`src/design/sc2a_pkg.sv`:
```
// Shared types, constants and key maps for the scan code to ASCII decoder.
`default_nettype none

package sc2a_pkg;

  // Configuration port geometry
  localparam int APB_ADDR_W = 4;
  localparam int APB_DATA_W = 32;
  localparam int REG_IDX_W  = 2;

  // Register indexes
  localparam logic [REG_IDX_W-1:0] REG_F1_OUTPUT     = 2'd0;
  localparam logic [REG_IDX_W-1:0] REG_F2_OUTPUT     = 2'd1;
  localparam logic [REG_IDX_W-1:0] REG_ESCAPE_OUTPUT = 2'd2;

  // Field widths
  localparam int CODE_W = 8;
  localparam int CHAR_W = 7;

  // Map geometry; codes at or above MAP_ENTRIES read as zero
  localparam int MAP_SIZE    = 64;
  localparam int MAP_IDX_W   = 6;
  localparam int MAP_ENTRIES = 64;

  // Special scan codes
  localparam logic [CODE_W-1:0] SC_ESCAPE      = 8'd1;
  localparam logic [CODE_W-1:0] SC_TAB         = 8'd15;
  localparam logic [CODE_W-1:0] SC_LSHIFT_MAKE = 8'd42;
  localparam logic [CODE_W-1:0] SC_RSHIFT_MAKE = 8'd54;
  localparam logic [CODE_W-1:0] SC_CAPS_LOCK   = 8'd58;
  localparam logic [CODE_W-1:0] SC_F1          = 8'd59;
  localparam logic [CODE_W-1:0] SC_F2          = 8'd60;
  localparam logic [CODE_W-1:0] SC_BREAK_FIRST = 8'd129;
  localparam logic [CODE_W-1:0] SC_LSHIFT_BRK  = 8'd170;
  localparam logic [CODE_W-1:0] SC_RSHIFT_BRK  = 8'd182;

  // Marker characters
  localparam logic [CHAR_W-1:0] CH_SHIFT_PRESS = 7'd15;
  localparam logic [CHAR_W-1:0] CH_MODIFIER    = 7'd14;
  localparam logic [CHAR_W-1:0] CH_LOWER_A     = 7'd97;
  localparam logic [CHAR_W-1:0] CH_LOWER_Z     = 7'd122;
  localparam logic [CHAR_W-1:0] CH_CASE_DELTA  = 7'd32;

  // Plain key map, indexed by scan code
  localparam logic [CHAR_W-1:0] PLAIN_MAP [MAP_SIZE] = '{
    7'd0,   7'd27,  7'd49,  7'd50,  7'd51,  7'd52,  7'd53,  7'd54,
    7'd55,  7'd56,  7'd57,  7'd48,  7'd45,  7'd61,  7'd8,   7'd9,
    7'd113, 7'd119, 7'd101, 7'd114, 7'd116, 7'd121, 7'd117, 7'd105,
    7'd111, 7'd112, 7'd91,  7'd93,  7'd13,  7'd0,   7'd97,  7'd115,
    7'd100, 7'd102, 7'd103, 7'd104, 7'd106, 7'd107, 7'd108, 7'd59,
    7'd39,  7'd96,  7'd0,   7'd92,  7'd122, 7'd120, 7'd99,  7'd118,
    7'd98,  7'd110, 7'd109, 7'd44,  7'd46,  7'd47,  7'd0,   7'd0,
    7'd0,   7'd32,  7'd0,   7'd0,   7'd0,   7'd0,   7'd0,   7'd0
  };

  // Shifted key map, indexed by scan code
  localparam logic [CHAR_W-1:0] SHIFTED_MAP [MAP_SIZE] = '{
    7'd0,   7'd27,  7'd33,  7'd64,  7'd35,  7'd36,  7'd37,  7'd94,
    7'd38,  7'd42,  7'd40,  7'd41,  7'd95,  7'd43,  7'd8,   7'd9,
    7'd113, 7'd119, 7'd101, 7'd114, 7'd116, 7'd121, 7'd117, 7'd105,
    7'd111, 7'd112, 7'd91,  7'd93,  7'd13,  7'd0,   7'd97,  7'd115,
    7'd100, 7'd102, 7'd103, 7'd104, 7'd106, 7'd107, 7'd108, 7'd58,
    7'd34,  7'd126, 7'd0,   7'd124, 7'd122, 7'd120, 7'd99,  7'd118,
    7'd98,  7'd110, 7'd109, 7'd60,  7'd62,  7'd63,  7'd0,   7'd0,
    7'd0,   7'd32,  7'd0,   7'd0,   7'd0,   7'd0,   7'd0,   7'd0
  };

  // Programmable character codes
  typedef struct packed {
    logic [CHAR_W-1:0] f1_output;
    logic [CHAR_W-1:0] f2_output;
    logic [CHAR_W-1:0] escape_output;
  } cfg_t;

  // Decode result for one scan code
  typedef struct packed {
    logic              emit;
    logic [CHAR_W-1:0] char_code;
  } dec_res_t;

endpackage

`default_nettype wire

```
`src/design/sc2a_if.sv`:
```
// Valid/ready channel interfaces for scan codes in and characters out.
`default_nettype none

interface sc2a_scan_if;
  logic       valid;
  logic       ready;
  logic [7:0] scan_code;

  modport source (output valid, output scan_code, input ready);
  modport sink   (input valid, input scan_code, output ready);
endinterface

interface sc2a_char_if;
  logic       valid;
  logic       ready;
  logic [6:0] char_code;

  modport source (output valid, output char_code, input ready);
  modport sink   (input valid, input char_code, output ready);
endinterface

`default_nettype wire

```
`src/design/sc2a_cfg_regs.sv`:
```
// APB-style register file holding the programmable F1, F2 and Escape codes.
`default_nettype none

module sc2a_cfg_regs (
  input  wire logic                             clk_i,
  input  wire logic                             rst_ni,
  input  wire logic                             psel,
  input  wire logic                             penable,
  input  wire logic                             pwrite,
  input  wire logic [sc2a_pkg::APB_ADDR_W-1:0]  paddr,
  input  wire logic [sc2a_pkg::APB_DATA_W-1:0]  pwdata,
  output logic      [sc2a_pkg::APB_DATA_W-1:0]  prdata,
  output logic                                  pready,
  output sc2a_pkg::cfg_t                        cfg_o
);
  import sc2a_pkg::*;

  logic [REG_IDX_W-1:0] reg_idx;
  logic                 wr_en;
  cfg_t                 cfg_q;
  cfg_t                 cfg_d;

  assign reg_idx = paddr[REG_IDX_W+1:2];
  assign wr_en   = psel && penable && pwrite;
  assign pready  = 1'b1;

  // Update the addressed register; ignore indexes beyond the list
  always_comb begin
    cfg_d = cfg_q;
    if (wr_en) begin
      unique case (reg_idx)
        REG_F1_OUTPUT:     cfg_d.f1_output     = pwdata[CHAR_W-1:0];
        REG_F2_OUTPUT:     cfg_d.f2_output     = pwdata[CHAR_W-1:0];
        REG_ESCAPE_OUTPUT: cfg_d.escape_output = pwdata[CHAR_W-1:0];
        default:           cfg_d = cfg_q;
      endcase
    end
  end

  always_ff @(posedge clk_i or negedge rst_ni) begin
    if (!rst_ni) begin
      cfg_q.f1_output     <= 7'd1;
      cfg_q.f2_output     <= 7'd2;
      cfg_q.escape_output <= 7'd3;
    end else begin
      cfg_q <= cfg_d;
    end
  end

  // Read back the addressed register
  always_comb begin
    unique case (reg_idx)
      REG_F1_OUTPUT:     prdata = APB_DATA_W'(cfg_q.f1_output);
      REG_F2_OUTPUT:     prdata = APB_DATA_W'(cfg_q.f2_output);
      REG_ESCAPE_OUTPUT: prdata = APB_DATA_W'(cfg_q.escape_output);
      default:           prdata = '0;
    endcase
  end

  assign cfg_o = cfg_q;

`ifndef SYNTHESIS
  a_f1_write: assert property (@(posedge clk_i) disable iff (!rst_ni)
    wr_en && (reg_idx == REG_F1_OUTPUT) |=> cfg_q.f1_output == $past(pwdata[CHAR_W-1:0]))
    else $error("F1 register write lost");
  a_no_write_hold: assert property (@(posedge clk_i) disable iff (!rst_ni)
    !wr_en |=> $stable(cfg_q))
    else $error("register changed without a write");
  a_escape_write: assert property (@(posedge clk_i) disable iff (!rst_ni)
    wr_en && (reg_idx == REG_ESCAPE_OUTPUT)
      |=> cfg_q.escape_output == $past(pwdata[CHAR_W-1:0]))
    else $error("Escape register write lost");
`endif

endmodule

`default_nettype wire

```
`src/design/sc2a_in_stage.sv`:
```
// Input register that captures one scan code per transaction.
`default_nettype none

module sc2a_in_stage (
  input  wire logic                        clk_i,
  input  wire logic                        rst_ni,
  sc2a_scan_if.sink                        scan_i,
  input  wire logic                        down_ready_i,
  output logic                             valid_o,
  output logic      [sc2a_pkg::CODE_W-1:0] code_o
);
  import sc2a_pkg::*;

  logic              valid_q;
  logic              valid_d;
  logic [CODE_W-1:0] code_q;
  logic              take;

  // Accept whenever the stage is empty or drains this cycle
  assign scan_i.ready = !valid_q || down_ready_i;
  assign take         = scan_i.valid && scan_i.ready;
  assign valid_d      = take || (valid_q && !down_ready_i);

  always_ff @(posedge clk_i or negedge rst_ni) begin
    if (!rst_ni) begin
      valid_q <= 1'b0;
    end else begin
      valid_q <= valid_d;
    end
  end

  // Load payload on accept
  always_ff @(posedge clk_i) begin
    if (take) begin
      code_q <= scan_i.scan_code;
    end
  end

  assign valid_o = valid_q;
  assign code_o  = code_q;

`ifndef SYNTHESIS
  a_hold_when_stalled: assert property (@(posedge clk_i) disable iff (!rst_ni)
    valid_q && !down_ready_i |=> valid_q && $stable(code_q))
    else $error("held scan code lost while downstream stalled");
  a_capture: assert property (@(posedge clk_i) disable iff (!rst_ni)
    take |=> valid_q && (code_q == $past(scan_i.scan_code)))
    else $error("accepted scan code not captured");
  a_drain: assert property (@(posedge clk_i) disable iff (!rst_ni)
    valid_q && down_ready_i && !scan_i.valid |=> !valid_q)
    else $error("stage stayed full after draining");
`endif

endmodule

`default_nettype wire

```
`src/design/sc2a_decode.sv`:
```
// Shift and caps-lock flags plus the scan code to character lookup.
`default_nettype none

module sc2a_decode (
  input  wire logic                        clk_i,
  input  wire logic                        rst_ni,
  input  wire logic                        advance_i,
  input  wire logic [sc2a_pkg::CODE_W-1:0] code_i,
  input  wire sc2a_pkg::cfg_t              cfg_i,
  output sc2a_pkg::dec_res_t               res_o
);
  import sc2a_pkg::*;

  logic              shift_q;
  logic              shift_d;
  logic              caps_q;
  logic              caps_d;
  logic              is_letter;
  logic              in_map;
  logic [CHAR_W-1:0] plain_ch;
  logic [CHAR_W-1:0] shifted_ch;
  dec_res_t          res;

  assign is_letter = ((code_i >= 8'd16) && (code_i <= 8'd25)) ||
                     ((code_i >= 8'd30) && (code_i <= 8'd38)) ||
                     ((code_i >= 8'd44) && (code_i <= 8'd50));

  // Codes past either map bound read as zero
  assign in_map     = (code_i < 8'(MAP_ENTRIES)) && (code_i < 8'(MAP_SIZE));
  assign plain_ch   = in_map ? PLAIN_MAP[code_i[MAP_IDX_W-1:0]] : '0;
  assign shifted_ch = in_map ? SHIFTED_MAP[code_i[MAP_IDX_W-1:0]] : '0;

  // Classify the code and pick the character
  always_comb begin
    shift_d       = shift_q;
    caps_d        = caps_q;
    res.emit      = 1'b1;
    res.char_code = '0;
    if ((code_i == SC_LSHIFT_MAKE) || (code_i == SC_RSHIFT_MAKE)) begin
      shift_d       = 1'b1;
      res.char_code = CH_SHIFT_PRESS;
    end else if ((code_i == SC_LSHIFT_BRK) || (code_i == SC_RSHIFT_BRK)) begin
      shift_d       = 1'b0;
      res.char_code = CH_MODIFIER;
    end else if (code_i == SC_CAPS_LOCK) begin
      caps_d        = !caps_q;
      res.char_code = CH_MODIFIER;
    end else if ((code_i == SC_TAB) || (code_i >= SC_BREAK_FIRST)) begin
      res.emit = 1'b0;
    end else if (code_i == SC_F1) begin
      res.char_code = cfg_i.f1_output;
    end else if (code_i == SC_F2) begin
      res.char_code = cfg_i.f2_output;
    end else if (code_i == SC_ESCAPE) begin
      res.char_code = cfg_i.escape_output;
    end else if (is_letter) begin
      res.char_code = plain_ch;
      if ((shift_q != caps_q) && (plain_ch >= CH_LOWER_A) && (plain_ch <= CH_LOWER_Z)) begin
        res.char_code = plain_ch - CH_CASE_DELTA;
      end
    end else begin
      res.char_code = shift_q ? shifted_ch : plain_ch;
    end
  end

  // Advance flags only when the code moves on
  always_ff @(posedge clk_i or negedge rst_ni) begin
    if (!rst_ni) begin
      shift_q <= 1'b0;
      caps_q  <= 1'b0;
    end else if (advance_i) begin
      shift_q <= shift_d;
      caps_q  <= caps_d;
    end
  end

  assign res_o = res;

`ifndef SYNTHESIS
  a_flags_hold: assert property (@(posedge clk_i) disable iff (!rst_ni)
    !advance_i |=> $stable(shift_q) && $stable(caps_q))
    else $error("modifier flags changed without a code");
  a_shift_press: assert property (@(posedge clk_i) disable iff (!rst_ni)
    advance_i && ((code_i == SC_LSHIFT_MAKE) || (code_i == SC_RSHIFT_MAKE)) |=> shift_q)
    else $error("shift press did not set the shift flag");
  a_caps_toggle: assert property (@(posedge clk_i) disable iff (!rst_ni)
    advance_i && (code_i == SC_CAPS_LOCK) |=> caps_q != $past(caps_q))
    else $error("caps lock did not toggle");
  a_caps_only_on_key: assert property (@(posedge clk_i) disable iff (!rst_ni)
    advance_i && (code_i != SC_CAPS_LOCK) |=> $stable(caps_q))
    else $error("caps flag moved on another key");
`endif

endmodule

`default_nettype wire

```
`src/design/sc2a_out_stage.sv`:
```
// Result register that presents one character per transaction.
`default_nettype none

module sc2a_out_stage (
  input  wire logic               clk_i,
  input  wire logic               rst_ni,
  input  wire logic               up_valid_i,
  input  wire sc2a_pkg::dec_res_t res_i,
  output logic                    up_ready_o,
  sc2a_char_if.source             char_o
);
  import sc2a_pkg::*;

  logic              valid_q;
  logic              valid_d;
  logic [CHAR_W-1:0] char_q;
  logic              load;

  // Take a new result when empty or when the held one leaves
  assign up_ready_o = !valid_q || char_o.ready;
  assign load       = up_valid_i && up_ready_o && res_i.emit;
  assign valid_d    = up_ready_o ? load : valid_q;

  always_ff @(posedge clk_i or negedge rst_ni) begin
    if (!rst_ni) begin
      valid_q <= 1'b0;
    end else begin
      valid_q <= valid_d;
    end
  end

  always_ff @(posedge clk_i) begin
    if (load) begin
      char_q <= res_i.char_code;
    end
  end

  assign char_o.valid     = valid_q;
  assign char_o.char_code = char_q;

`ifndef SYNTHESIS
  a_silent_code: assert property (@(posedge clk_i) disable iff (!rst_ni)
    up_valid_i && up_ready_o && !res_i.emit |=> !valid_q)
    else $error("result shown for a code with no character");
  a_load: assert property (@(posedge clk_i) disable iff (!rst_ni)
    load |=> valid_q && (char_q == $past(res_i.char_code)))
    else $error("decoded character not registered");
  a_stall_blocks: assert property (@(posedge clk_i) disable iff (!rst_ni)
    valid_q && !char_o.ready |-> !up_ready_o)
    else $error("upstream advanced into a stalled result register");
`endif

endmodule

`default_nettype wire

```
`src/design/scancode_to_ascii_decoder_top.sv`:
```
// Top level of the set-1 scan code to ASCII decoder.
//
// scan_i (sink) carries one raw scan code byte per transaction; char_o
// (source) carries one 7-bit character per transaction. Both use
// valid/ready and move a transaction at a clock edge with both high.
// The APB-style port writes the F1, F2 and Escape codes at byte
// addresses 0, 4 and 8; pready is tied high.
// A code goes from the input register through a single lookup into
// the result register. Throughput: one code per cycle while the
// receiver does not stall. Tab, and codes 129 and up other than
// the shift releases, produce no transaction on char_o.
// Reset (rst_ni low, asynchronous) empties both registers, clears the
// shift and caps-lock flags and loads the codes 1, 2 and 3.
// When the receiver stalls, the result holds, the input register fills
// behind it and scan_i.ready then drops until the result is taken.
`default_nettype none

module scancode_to_ascii_decoder_top (
  input  wire logic                            clk_i,
  input  wire logic                            rst_ni,
  sc2a_scan_if.sink                            scan_i,
  sc2a_char_if.source                          char_o,
  input  wire logic                            psel,
  input  wire logic                            penable,
  input  wire logic                            pwrite,
  input  wire logic [sc2a_pkg::APB_ADDR_W-1:0] paddr,
  input  wire logic [sc2a_pkg::APB_DATA_W-1:0] pwdata,
  output logic      [sc2a_pkg::APB_DATA_W-1:0] prdata,
  output logic                                 pready
);
  import sc2a_pkg::*;

  cfg_t              cfg;
  logic              s1_valid;
  logic [CODE_W-1:0] s1_code;
  logic              s2_ready;
  logic              advance;
  dec_res_t          res;

  sc2a_cfg_regs u_cfg_regs (
    .clk_i   (clk_i),
    .rst_ni  (rst_ni),
    .psel    (psel),
    .penable (penable),
    .pwrite  (pwrite),
    .paddr   (paddr),
    .pwdata  (pwdata),
    .prdata  (prdata),
    .pready  (pready),
    .cfg_o   (cfg)
  );

  sc2a_in_stage u_in_stage (
    .clk_i        (clk_i),
    .rst_ni       (rst_ni),
    .scan_i       (scan_i),
    .down_ready_i (s2_ready),
    .valid_o      (s1_valid),
    .code_o       (s1_code)
  );

  // Code moves from the input register into the result stage
  assign advance = s1_valid && s2_ready;

  sc2a_decode u_decode (
    .clk_i     (clk_i),
    .rst_ni    (rst_ni),
    .advance_i (advance),
    .code_i    (s1_code),
    .cfg_i     (cfg),
    .res_o     (res)
  );

  sc2a_out_stage u_out_stage (
    .clk_i      (clk_i),
    .rst_ni     (rst_ni),
    .up_valid_i (s1_valid),
    .res_i      (res),
    .up_ready_o (s2_ready),
    .char_o     (char_o)
  );

`ifndef SYNTHESIS
  a_result_follows: assert property (@(posedge clk_i) disable iff (!rst_ni)
    advance && res.emit |=> char_o.valid)
    else $error("emitting code produced no result");
  a_ready_when_empty: assert property (@(posedge clk_i) disable iff (!rst_ni)
    !s1_valid |-> scan_i.ready)
    else $error("empty input register refused a code");
  a_tab_silent: assert property (@(posedge clk_i) disable iff (!rst_ni)
    advance && (s1_code == SC_TAB) |=> !char_o.valid)
    else $error("tab produced a result");
`endif

endmodule

`default_nettype wire

```
`src/flat_wrapper.sv`:
```
// flat-port wrapper written by rule: the top's interface ports become plain ports
module scancode_to_ascii_decoder_top_flat import sc2a_pkg::*;
  (clk_i, rst_ni, psel, penable, pwrite, paddr, pwdata, prdata, pready, scan_i_valid, scan_i_scan_code, scan_i_ready, char_o_valid, char_o_char_code, char_o_ready);
  sc2a_scan_if scan_i_i ();
  sc2a_char_if char_o_i ();
  input  wire logic clk_i;
  input  wire logic rst_ni;
  input  wire logic psel;
  input  wire logic penable;
  input  wire logic pwrite;
  input  wire logic [sc2a_pkg::APB_ADDR_W-1:0] paddr;
  input  wire logic [sc2a_pkg::APB_DATA_W-1:0] pwdata;
  output logic      [sc2a_pkg::APB_DATA_W-1:0] prdata;
  output logic pready;
  input wire logic [$bits(scan_i_i.valid)-1:0] scan_i_valid;
  input wire logic [$bits(scan_i_i.scan_code)-1:0] scan_i_scan_code;
  output wire logic [$bits(scan_i_i.ready)-1:0] scan_i_ready;
  output wire logic [$bits(char_o_i.valid)-1:0] char_o_valid;
  output wire logic [$bits(char_o_i.char_code)-1:0] char_o_char_code;
  input wire logic [$bits(char_o_i.ready)-1:0] char_o_ready;
  assign scan_i_i.valid = scan_i_valid;
  assign scan_i_i.scan_code = scan_i_scan_code;
  assign scan_i_ready = scan_i_i.ready;
  assign char_o_valid = char_o_i.valid;
  assign char_o_char_code = char_o_i.char_code;
  assign char_o_i.ready = char_o_ready;
  scancode_to_ascii_decoder_top u_core (.clk_i(clk_i), .rst_ni(rst_ni), .scan_i(scan_i_i), .char_o(char_o_i), .psel(psel), .penable(penable), .pwrite(pwrite), .paddr(paddr), .pwdata(pwdata), .prdata(prdata), .pready(pready));
endmodule
```
`config.mk`:
```
export PLATFORM = sky130hd
export DESIGN_NAME = scancode_to_ascii_decoder_top_flat
export DESIGN_NICKNAME = d
export VERILOG_FILES = /design/src/design/sc2a_pkg.sv /design/src/design/sc2a_if.sv /design/src/design/sc2a_cfg_regs.sv /design/src/design/sc2a_in_stage.sv /design/src/design/sc2a_decode.sv /design/src/design/sc2a_out_stage.sv /design/src/design/scancode_to_ascii_decoder_top.sv /design/src/flat_wrapper.sv
export SDC_FILE = /design/constraint.sdc
export NUM_CORES = 1
export LEC_CHECK = 0
export BUFFER_PORTS_ARGS = -buffer_cell sky130_fd_sc_hd__buf_2
export CAP_MARGIN = 30
export CORE_UTILIZATION = 45
export DETAILED_ROUTE_END_ITERATION = 12
export GPL_ROUTABILITY_DRIVEN = 0
export GPL_TIMING_DRIVEN = 0
export HOLD_SLACK_MARGIN = 0.1
export PLACE_DENSITY_LB_ADDON = 0.08
export SLEW_MARGIN = 5
export SYNTH_ARGS = -nofsm -noshare
export SYNTH_HDL_FRONTEND = slang
export SYNTH_SLANG_ARGS = --single-unit
```
`constraint.sdc`:
```
create_clock -name clk_i -period 2.68 [get_ports clk_i]
set_input_delay 0.402 -clock clk_i [delete_from_list [all_inputs] [get_ports clk_i]]
set_output_delay 0.402 -clock clk_i [all_outputs]
set_load 0.01 [all_outputs]
```
==> key figures <==
Clock network
  – Clock sinks: 40
  – Longest Clk Path Bufs: 2
  – Worst-Skew Late Latency: 0.30 ns
  – Clock-pin slew on the worst setup and hold paths: 0.08 ns
  – CTS Root Cell: clkbuf_8
  – TritonCTS Buffers: 5
  – CTS H-tree lvls: 2
  – CTS tree: done

Critical path
  – Register-to-register setup slack: -0.21 ns
  – Cell family with most CP delay: compound AO/OA/AOI/OAI gates
  – Startpoint Class: register
  – Data arrival time of the worst path: around 3.0 ns
  – Critical Path Fanout Max: 7
  – Buffers and inverters on the worst path: 2
  – CP Class: reg2reg
  – Crit-path max cell delay: approximately 0.5 ns
  – CP required: 2.82 ns
  – Crit path depth: 10
  – FF-to-FF End: u_core.u_out_stage.char_o.char_code[6]$_SDFFCE_PP0P_
  – Cells on worst reg2reg path: 10
  – FF-to-FF Start: u_core.u_in_stage.code_o[1]$_DFFE_PP_
  – CP Cell Sequence: buf_6 > inv_8 > ha_4 > or3b_4 > o41ai_4 > o41ai_2 > nand2b_4 > a2111oi_2 > nor2_1 > a31oi_2
  – Slowest CP cell: edfxtp_1
  – Critical Path End Type: register

Global routing
  – Largest net degree at the start of global routing: 26
  – Initial antenna violation count: 0
  – First-pass GRT wire length: 16,500 um
  – Vias in the first global route: 3,301
  – GR Util All Layers: roughly a quarter
  – GRT overflow: 0

Logic synthesis
  – Synth Area in Simple Gates: about 18%
  – Post-synthesis adder-cell area fraction: 4.60%
  – Post-synth top flop: dfrtp_1
  – Mapped Cells: 394
  – Number of synthesized flops with an enable pin: 15
  – Post-synthesis compound-gate area fraction: 22.9%
  – Fraction of registers with async set/reset: between 60% and 70%
  – Multiplexer area fraction after synthesis: about an eighth
  – Synthesis-stage register bit count: 40
  – Mean Syn Cell Area: about 9 um^2
  – Number of synthesis warnings: 0
  – Post-Syn Area: approximately 3500 um^2
  – Synth cell types: 75
  – Seq/Total Area, Yosys: 30.5%
  – Xor/xnor share of the synthesized area: less than 1%
  – Largest family of logic cells by synthesized area: compound AO/OA/AOI/OAI gates

Route
  – First drt pass iteration count: 7
  – Top Metal Used: met4
  – Via count: 3,622
  – Metal2 WL: 4640 um
  – DR DRC count: 0
  – Detailed Route WL: about 11,000 um
  – Final antenna-violating net count: 0
  – Number of DRC markers in iteration 0: about 560
  – Vias per cell: 6.12
  – Post-Route M1 WL: 4540 um
  – Met3 WL: between 1000 and 1500 um
  – Wire per inst: 18.2 um

STA
  – Worst setup margin: -0.215 ns
  – Slew HR: about a third
  – FMAX: 345 MHz
  – Setup TNS: -0.431 ns
  – RSZ-0062 raised after global routing: yes
  – Least-Margin Pin Slew: 0.992 ns
  – Final worst path period need: between 2 and 3 ns
  – Final hold violations: 0
  – Clk_skew: 0.00947 ns
  – Final Cycle Share: 108%
  – Max Slew Vio Count: 0
  – Setup violators final: 3

Power
  – LEAKAGE: around 2 nW
  – PwrDens: roughly 440 nW/um^2
  – Worst VDD drop: between 0.3 and 0.4 mV

Min path
  – Hold Crit Start: scan_i_scan_code[4]
  – Hold Path Class: in2reg
  – Hold endpoint: u_core.u_in_stage.code_o[4]$_DFFE_PP_
  – Hold path depth: 1

Place
  – HPWL Detailed: approximately 7600 um
  – DP Worst Slack: -0.564 ns
  – Cell Area, Placed: 4030 um^2
  – PortBufs: 39

Floorplanning
  – Core box area: 7410 um^2
  – Row count: 31
  – Initial core utilization: a little under half
  – Io pins: 93
  – DIE WIDTH: 90.7 um
  – Full die area: around 8000 um^2
  – Die height: 90.7 um

Cells and area
  – Layout cells sized above 1: between 30% and 40%
  – Nets: 556
  – Layout area overhead: 29.6%
  – Antenna cell count: 0
  – Core Util, Final: 61.9%
  – Design Area, Final: 4590 um^2

Flow run
  – Max-cap viol count: 0

Outcome
  – Failing checks: negative setup slack
  – Status: complete, but fails checks
-- synthesized netlist by cell type (4+ instances only) --
| cell | n | share of area (%) |
|---|---|---|
| buf_2 | 9 | 1.3 |
| nand2_1 | 28 | 3.0 |
| nor3_1 | 10 | 1.4 |
| a211oi_1 | 7 | 1.5 |
| a21oi_1 | 17 | 2.4 |
| mux2_2 | 22 | 7.0 |
| dfstp_2 | 4 | 3.0 |
| inv_1 | 13 | 1.4 |
| mux2i_1 | 16 | 4.5 |
| nor2_1 | 22 | 2.3 |
| and2_1 | 5 | 0.88 |
| dfrtp_1 | 21 | 15 |
| clkbuf_1 | 8 | 0.85 |
| o31ai_1 | 4 | 0.85 |
| a31oi_1 | 6 | 1.1 |
| buf_4 | 28 | 5.9 |
| o21ai_0 | 26 | 3.7 |
| edfxtp_1 | 15 | 13 |
| nand2b_1 | 13 | 2.3 |
| ha_1 | 13 | 4.6 |
| nand3_1 | 11 | 1.6 |
| nor2b_1 | 6 | 1.1 |
-- cells by family (layout without fill, tap and decap cells) --
| group | count (synthesis) | in the layout |
|---|---|---|
| AO/OA/AOI/OAI | 113 | 113 |
| XOR/XNOR | 2 | 2 |
| adder cells (fa/ha/maj) | 13 | 13 |
| buffers and inverters | 64 | 139 |
| flip-flops | 40 | 40 |
| multiplexers | 40 | 40 |
| other | 2 | 26 |
| AND/OR/NAND/NOR | 120 | 120 |
-- through the flow --
| stage | power, W | hold slack [ns] | std cells |
|---|---|---|---|
| floorplan | 0.00126 | 0.106 | 418 |
| global placement | 0.00143 | 0.416 | 556 |
| detailed placement | 0.00144 | 0.420 | 559 |
| CTS | 0.00194 | 0.274 | 581 |
| global route | 0.00210 | 0.269 | 592 |
| finish | 0.00200 | 0.285 | 592 |
-- final cells by class --
cell class / count / area [um^2]
Clock inverter: 2 / 12.5
Tap cell: 99 / 124
Fill cell: 622 / 2820
Clock buffer: 6 / 93.8
Multi-Input combinational cell: 314 / 2430
Sequential cell: 40 / 1080
Buffer: 48 / 333
Timing Repair Buffer: 68 / 443
Inverter: 15 / 71.3
-- worst max-delay path by stage --
stage / to / start
floorplan: u_core.u_out_stage.char_o.char_code[6]$_SDFFCE_PP0P_ / u_core.u_in_stage.code_o[1]$_DFFE_PP_
global placement: u_core.u_out_stage.char_o.char_code[5]$_SDFFCE_PP0P_ / u_core.u_in_stage.code_o[1]$_DFFE_PP_
detailed placement: u_core.u_out_stage.char_o.char_code[6]$_SDFFCE_PP0P_ / u_core.u_in_stage.code_o[0]$_DFFE_PP_
CTS: u_core.u_out_stage.char_o.char_code[6]$_SDFFCE_PP0P_ / u_core.u_in_stage.code_o[1]$_DFFE_PP_
global route: u_core.u_out_stage.char_o.char_code[5]$_SDFFCE_PP0P_ / u_core.u_in_stage.code_o[1]$_DFFE_PP_
finish: u_core.u_out_stage.char_o.char_code[6]$_SDFFCE_PP0P_ / u_core.u_in_stage.code_o[1]$_DFFE_PP_
-- placed cells by master, fill, tap and decap left out, types with 5 or more instances in the layout --
cell	synthesis	layout
buf_6	1	9
ha_4	0	5
ha_1	13	5
mux2_2	22	22
mux2i_1	16	16
nand2b_1	13	12
conb_1	2	26
o21ai_0	26	23
o21ai_1	3	5
buf_2	9	46
nand2_1	28	27
edfxtp_1	15	15
a21oi_1	17	16
a211oi_1	7	5
nand3_1	11	11
buf_4	28	50
inv_1	13	10
nor2_1	22	21
nor3_1	10	7
clkbuf_8	0	5
dfrtp_1	21	21
and2_1	5	5
-- registers in the layout, summed over array words and instances, names as in the netlist --
signal                               count
u_core.u_cfg_regs.cfg_o                 21
u_core.u_decode.caps_q                   1
u_core.u_decode.shift_q                  1
u_core.u_in_stage.code_o                 8
u_core.u_in_stage.valid_o                1
u_core.u_out_stage.char_o.char_code      7
u_core.u_out_stage.char_o.valid          1
-- report_power, final --
part           internal (W)  switching (W)
Clock              0.000238       0.000211
Combinational      0.000331       0.000388
Sequential         0.000747      0.0000842
-- metal layers --
| layer | vias up | track usage, % |
|---|---|---|
| met1 | 1689 | 34.3 |
| met5 | - | 0 |
| met3 | 61 | 6.14 |
| li1 | 1614 | - |
| met4 | 0 | 12.0 |
| met2 | 258 | 37.9 |
-- what timing repair did --
item	in CTS	in global routing
pin swaps	8	6
setup endpoints to repair	14	14
hold buffers	1	0
setup buffers	14	12
gates resized for setup	28	33
hold endpoints to repair	15	0
(Power assumes the default switching activity.)
